`src/design/gbc_pkg.sv`:
```
`default_nettype none
// ----------------------------------------------------------------------------
// gbc_pkg - shared constants and types for the grid border crossing cell
// Field widths, register reset, direction codes and the flag group that
// travels down the divider pipeline.
// ----------------------------------------------------------------------------
package gbc_pkg;

    localparam int FIELD_W        = 32;   // coordinate, border and result fields
    localparam int COORD_BITS_DEF = 32;
    localparam int CELL_SIZE_W    = 31;
    localparam int Q_BITS         = 32;   // quotient bits produced by the divider

    localparam logic [CELL_SIZE_W-1:0] CELL_SIZE_RST = CELL_SIZE_W'(65536);

    localparam logic [Q_BITS-1:0] SAT_POS = 32'h7FFF_FFFF;
    localparam logic [Q_BITS-1:0] SAT_NEG = 32'h8000_0000;

    // border direction
    localparam logic OP_COL = 1'b0;
    localparam logic OP_ROW = 1'b1;

    typedef struct packed {
        logic neg;     // quotient is negative: round away from zero on remainder
        logic sat;     // quotient outside the result range
        logic degen;   // parallel segment or zero cell size
    } t_flags;

endpackage : gbc_pkg
`default_nettype wire

```
`src/design/gbc_out.sv`:
```
`default_nettype none
// ----------------------------------------------------------------------------
// gbc_out - rounding, saturation and output buffer
// Applies floor rounding to the quotient, substitutes saturated and
// degenerate results, and holds results in a two-entry output buffer.
// ----------------------------------------------------------------------------
module gbc_out
    import gbc_pkg::*;
#(
    parameter int DEN_W = COORD_BITS_DEF + CELL_SIZE_W
) (
    input  logic               i_clk,
    input  logic               i_rst_n,
    input  logic               i_valid,
    input  logic [DEN_W-1:0]   i_rem,
    input  logic [Q_BITS-1:0]  i_quot,
    input  t_flags             i_flags,
    input  logic               i_ready,
    output logic               o_en,
    output logic               o_valid,
    output logic [FIELD_W-1:0] o_cell_index,
    output logic               o_degenerate
);

    logic [FIELD_W-1:0] res_idx;
    logic               res_degen;

    always_comb begin
        res_degen = i_flags.degen;
        if (i_flags.degen) begin
            res_idx = '0;
        end else if (i_flags.sat) begin
            res_idx = i_flags.neg ? SAT_NEG : SAT_POS;
        end else if (i_flags.neg) begin
            // -(q+1) on a remainder, -q otherwise
            res_idx = (i_rem != '0) ? ~i_quot : (~i_quot + 1'b1);
        end else begin
            res_idx = i_quot;
        end
    end

    logic               r_out_v, r_skid_v;
    logic [FIELD_W-1:0] r_out_idx, r_skid_idx;
    logic               r_out_degen, r_skid_degen;
    logic               push, pop;

    // pipeline runs while the skid entry is free
    assign o_en = !r_skid_v;
    assign push = i_valid && !r_skid_v;
    assign pop  = r_out_v && i_ready;

    always_ff @(posedge i_clk) begin
        if (!i_rst_n) begin
            r_out_v  <= 1'b0;
            r_skid_v <= 1'b0;
        end else if (pop) begin
            if (r_skid_v) begin
                r_skid_v <= 1'b0;
            end else begin
                r_out_v <= push;
            end
        end else if (!r_out_v) begin
            r_out_v <= push;
        end else if (push) begin
            r_skid_v <= 1'b1;
        end
    end

    always_ff @(posedge i_clk) begin
        if (pop && r_skid_v) begin
            r_out_idx   <= r_skid_idx;
            r_out_degen <= r_skid_degen;
        end else if (pop || !r_out_v) begin
            r_out_idx   <= res_idx;
            r_out_degen <= res_degen;
        end
        if (push && r_out_v && !pop) begin
            r_skid_idx   <= res_idx;
            r_skid_degen <= res_degen;
        end
    end

    assign o_valid      = r_out_v;
    assign o_cell_index = r_out_idx;
    assign o_degenerate = r_out_degen;

    a_skid_order: assert property (@(posedge i_clk) disable iff (!i_rst_n)
        r_skid_v |-> r_out_v)
        else $error("skid entry held while output register empty");

    a_skid_fill: assert property (@(posedge i_clk) disable iff (!i_rst_n)
        $rose(r_skid_v) |-> $past(r_out_v && !i_ready))
        else $error("skid entry filled without a stalled output");

    a_degen_zero: assert property (@(posedge i_clk) disable iff (!i_rst_n)
        (r_out_v && r_out_degen) |-> (r_out_idx == '0))
        else $error("degenerate result with non-zero cell index");

endmodule : gbc_out
`default_nettype wire

```
`config.mk`:
```
export PLATFORM = sky130hd
export DESIGN_NAME = gbc_out
export DESIGN_NICKNAME = d
export VERILOG_FILES = /design/src/design/gbc_pkg.sv /design/src/design/gbc_out.sv
export SDC_FILE = /design/constraint.sdc
export NUM_CORES = 1
export LEC_CHECK = 0
export BUFFER_PORTS_ARGS = -buffer_cell sky130_fd_sc_hd__buf_4
export CORE_MARGIN = 8
export CORE_UTILIZATION = 55
export CTS_CLUSTER_DIAMETER = 50
export DETAILED_ROUTE_END_ITERATION = 7
export PLACE_DENSITY = 0.82
export SYNTH_ARGS = -nofsm -noshare
export SYNTH_HDL_FRONTEND = slang
export SYNTH_SLANG_ARGS = --single-unit
```
`constraint.sdc`:
```
create_clock -name i_clk -period 5 [get_ports i_clk]
set_input_delay 0.5 -clock i_clk [delete_from_list [all_inputs] [get_ports i_clk]]
set_output_delay 0.5 -clock i_clk [all_outputs]
set_load 0.01 [all_outputs]
```
==> results.env <==
SYNTH_MUX_AREA_SHARE_PCT=3.879
TIMING.CRITICAL_PATH.MODE_CELL='sky130_fd_sc_hd__buf_4'
ANTENNA_FOUND_INITIAL=0
GRT_PASS1_VIAS=4612
CRIT_ARRIVAL_PS=2920
CTSRESIZECOUNT=0
POSTSYNTHNETCOUNT=588
FINALHOLDVIOLATIONS=0
DIE_Y_UM=106.6
SYNTH_XOR_XNOR_AREA_SHARE_PCT=0.1940
DIE_WIDTH_UM=106.6
ANTENNA-DIODE-COUNT=0
GRT_OVERFLOW=0
VIASPERCELL=6.597
GRT_USE_TOTAL_PCT=26.17
YS_TYPES=60
SYNTH.FF_LATCH_COUNT=68
WORST_CASE_CLOCK_BUFFER_DEPTH=2
DOMINANTREGCELLSYNTH='sky130_fd_sc_hd__edfxtp_1'
WL_UM=14860
PRECTSSETUPSLACK_PS=1841
YOSYS.AREA_SHARE.ADDER_PCT=0.2771
P_CLK_SHARE_PCT=34.2
NUMCLOCKSINKS=68
PWR-SHARE-SEQ_PCT=46.2
DRT_ITER0_DRC=456
MAX-CAP-VIOLATIONS=0
DETAILROUTE.VIA_COUNT=4644
STATUS='completed'
SYNTH_TOP_AREA_SHARE_PCT=43.89
PATH_CELLS='buf_4, nor4_1, nand4_1, or4_1, buf_4, o41ai_1, mux2i_1, a22o_1'
GRT_SETUP_UNREPAIRED='no'
GRT_FIRST_PASS_WIRELENGTH_UM=23430
PLACEABLE_CORE_REGION_MM2=0.008093
MAXSLEWHEADROOM_PCT=21.20
CP_NUM_BUF_INV=2
CLK_PIN_SLEW_PS=80
POSTROUTEANTENNANETS=0
CTS_SETUP_BUFFERS=0
PEAKVDDDROP_mV=0.1187
ASYNC_RESET_FF_SHARE_PCT=0
CTS.HTREE.LEVELS=3
FINAL_MIN_PERIOD_OVER_CLOCK_PERIOD_PCT=56.06
TIGHTEST_SLEW_PS=1170
SYNTH-EDFF-COUNT=66
WORST_HOLD_SLACK_PS=363.7
SYNTH-SEQ-AREA-SHARE_PCT=44.78
SWITCHING_SHARE_PCT=26.46
NETSWITCHINGPOWER_uW=389.3
SYNTH.YOSYS.WARNINGS=0
ACHIEVABLE-FREQUENCY_MHz=356.7
DETAILEDROUTE.FIRSTPASSITERATIONCOUNT=6
START_UTIL_PCT=55.80
P_TOTAL_uW=1471
SKEW_PS=8.133
CELLPOWERDENSITY_mW_PER_MM2=255.4
SYNTH_TOP_FAMILY_BY_AREA='simple AND/OR/NAND/NOR gates'
SYN-INSTANCE-COUNT=485
MIN_TCLK_POST_ROUTE_PS=2803
REMAINING_DRC_ERRORS=0
PLACE.GP.CONGESTION=0.9331
FIN_SETUP_TNS_PS=0
FINAL_WORST_PATH_SETUP_SLACK_PS=2197
CRITICAL_PATH.TOP_DELAY_FAMILY='simple AND/OR/NAND/NOR gates'
AREA_FRACTION_IN_AND_OR_NAND_AND_NOR_CELLS_AFTER_SYNTHESIS_PCT=24.47
FINAL_LAYOUT_SIZE_SUFFIX_GT1_SHARE_PCT=29.72
INTERNAL_POWER_uW=1082
SYNTH_AREA_LEADER_CELL='sky130_fd_sc_hd__edfxtp_1'
SYNTH_AREA_MM2=0.004516
SYNTH_AREA_LEADERS='sky130_fd_sc_hd__edfxtp_1, sky130_fd_sc_hd__nand2_1, sky130_fd_sc_hd__nor2_1'
WORST_HOLD_PATH_CLASS='input pin to register'
PORT-BUFFER-COUNT=136
COMBPWRFRAC_PCT=19.7
CRITICAL_PATH.ENDPOINT_TYPE='register'
STD_CELL_ROWS=33
CTS_MADE_BUFFERS=9
CLOCKROOTBUFFER='sky130_fd_sc_hd__clkbuf_8'
SETUP_VIOL=0
GRT_START_MAX_NET_PINS=69
CRITICAL-PATH-SLOWEST-CELL='sky130_fd_sc_hd__o41ai_1'
WORST_EP_REQUIRED_TIME_PS=5110
TIMING.CRITICAL_PATH.SLOWEST_CELL_DELAY_PS=550
CLK-INSERTION-DELAY-LATE_PS=360
FINAL_UTIL_PCT=71.17
SYNTH_AREA_IN_COMPOUND_GATES_PCT=21.89
DIE_AREA_MM2=0.01137
TIMING.SETUP.CRITICAL_PATH_CLASS='input pin to register'
MAXIMUM_FANOUT_ALONG_THE_WORST_PATH=40
AREA.GROWTH.SYNTH_TO_FINAL_PCT=27.54
YS_TOP_CELLS_BY_COUNT='sky130_fd_sc_hd__edfxtp_1, sky130_fd_sc_hd__nand2_1, sky130_fd_sc_hd__nor2_1, sky130_fd_sc_hd__clkbuf_1, sky130_fd_sc_hd__o21ai_0'
IO-PIN-COUNT=137
NETS=697
POWER.LEAKAGE_uW=0.002108
POST-DP-HPWL_UM=10440
TRITONCTS='done'
POST_CTS_HOLD_BUFFER_COUNT=0
YOSYSMOSTFREQUENTCELL='sky130_fd_sc_hd__edfxtp_1'
FINALMAXSLEWVIOLATIONS=0
DETAIL_ROUTE.WL_PER_CELL_UM=21.11
CP-START-KIND='input pin'
SYN-MEAN-INSTANCE-AREA_UM2=9.310
==> tightest hold or removal path, stage by stage <==
cell	delay (ps)
sky130_fd_sc_hd__buf_4	80
sky130_fd_sc_hd__nand2_1	40
sky130_fd_sc_hd__nor2_1	70
==> state kept, by name, summed over array words and instances, names as in the netlist <==
register / count
o_cell_index: 32
o_degenerate: 1
o_valid: 1
r_skid_degen: 1
r_skid_idx: 32
r_skid_v: 1
==> per-stage QoR <==
step	cells	instance area, um^2
floorplan	485	4516
global placement	688	5544
detailed placement	688	5544
CTS	704	5759
global route	704	5759
finish	704	5759
==> area by class of cell <==
class / instances / area (um^2)
Clock buffer: 9 / 123.9
Clock inverter: 7 / 91.34
Fill cell: 619 / 2333
Inverter: 7 / 26.28
Multi-Input combinational cell: 367 / 2306
Sequential cell: 68 / 2022
Tap cell: 105 / 131.4
Timing Repair Buffer: 141 / 1059
==> power groups by stage <==
stage / Sequential (uW) / Clock (uW) / Combinational (uW)
after CTS: 679 / 507 / 288
after global routing: 683 / 530 / 311
final: 679 / 503 / 290
after detailed placement: 692 / 0 / 287
after global placement: 691 / 0 / 280
after floorplan: 707 / 0 / 117
==> routing by layer <==
layer	GRT usage [%]	vias up	routed length, um
li1	-	2123	-
met1	29.56	2193	5479
met2	44.14	292	7385
met3	7.439	36	1544
met4	13.67	0	451
met5	0	-	0
==> path summary, 6_finish.rpt <==
kind	start	end	slack, ps	cells past startpoint
setup / recovery	i_rem[16]	o_cell_index[14]$_DFFE_PP_	2200	8
hold / removal	i_rst_n	r_skid_v$_SDFFE_PP0P_	360	3
setup reg to reg	o_valid$_SDFFE_PN0N_	o_cell_index[28]$_DFFE_PP_	2620	5
hold reg to reg	r_skid_v$_SDFFE_PP0P_	r_skid_v$_SDFFE_PP0P_	520	2
==> cells by family (layout without fill, tap and decap cells) <==
| kind of cell | count (synthesis) | after routing |
|---|---|---|
| AND/OR/NAND/NOR | 209 | 209 |
| XOR/XNOR | 1 | 1 |
| buffers and inverters | 50 | 164 |
| flip-flops | 68 | 68 |
| adder cells (fa/ha/maj) | 1 | 1 |
| multiplexers | 17 | 17 |
| AO/OA/AOI/OAI | 139 | 139 |
==> placed cells by master, fill, tap and decap left out, drive strengths merged, types with 7 or more instances in the layout <==
cell type	netlist	layout
buf	6	141
edfxtp	66	66
nor2	45	45
nand2	44	44
o21ai	30	30
nor4	25	25
nor3	21	21
a211oi	19	19
a21oi	17	17
or3	16	16
mux2i	13	13
o41ai	13	13
o31ai	11	11
nor2b	10	10
nand3	9	9
clkbuf	37	9
or2	9	9
nand4	8	8
a31oi	8	8
o221ai	8	8
inv	7	7
Power figures use the tool's default switching activity.
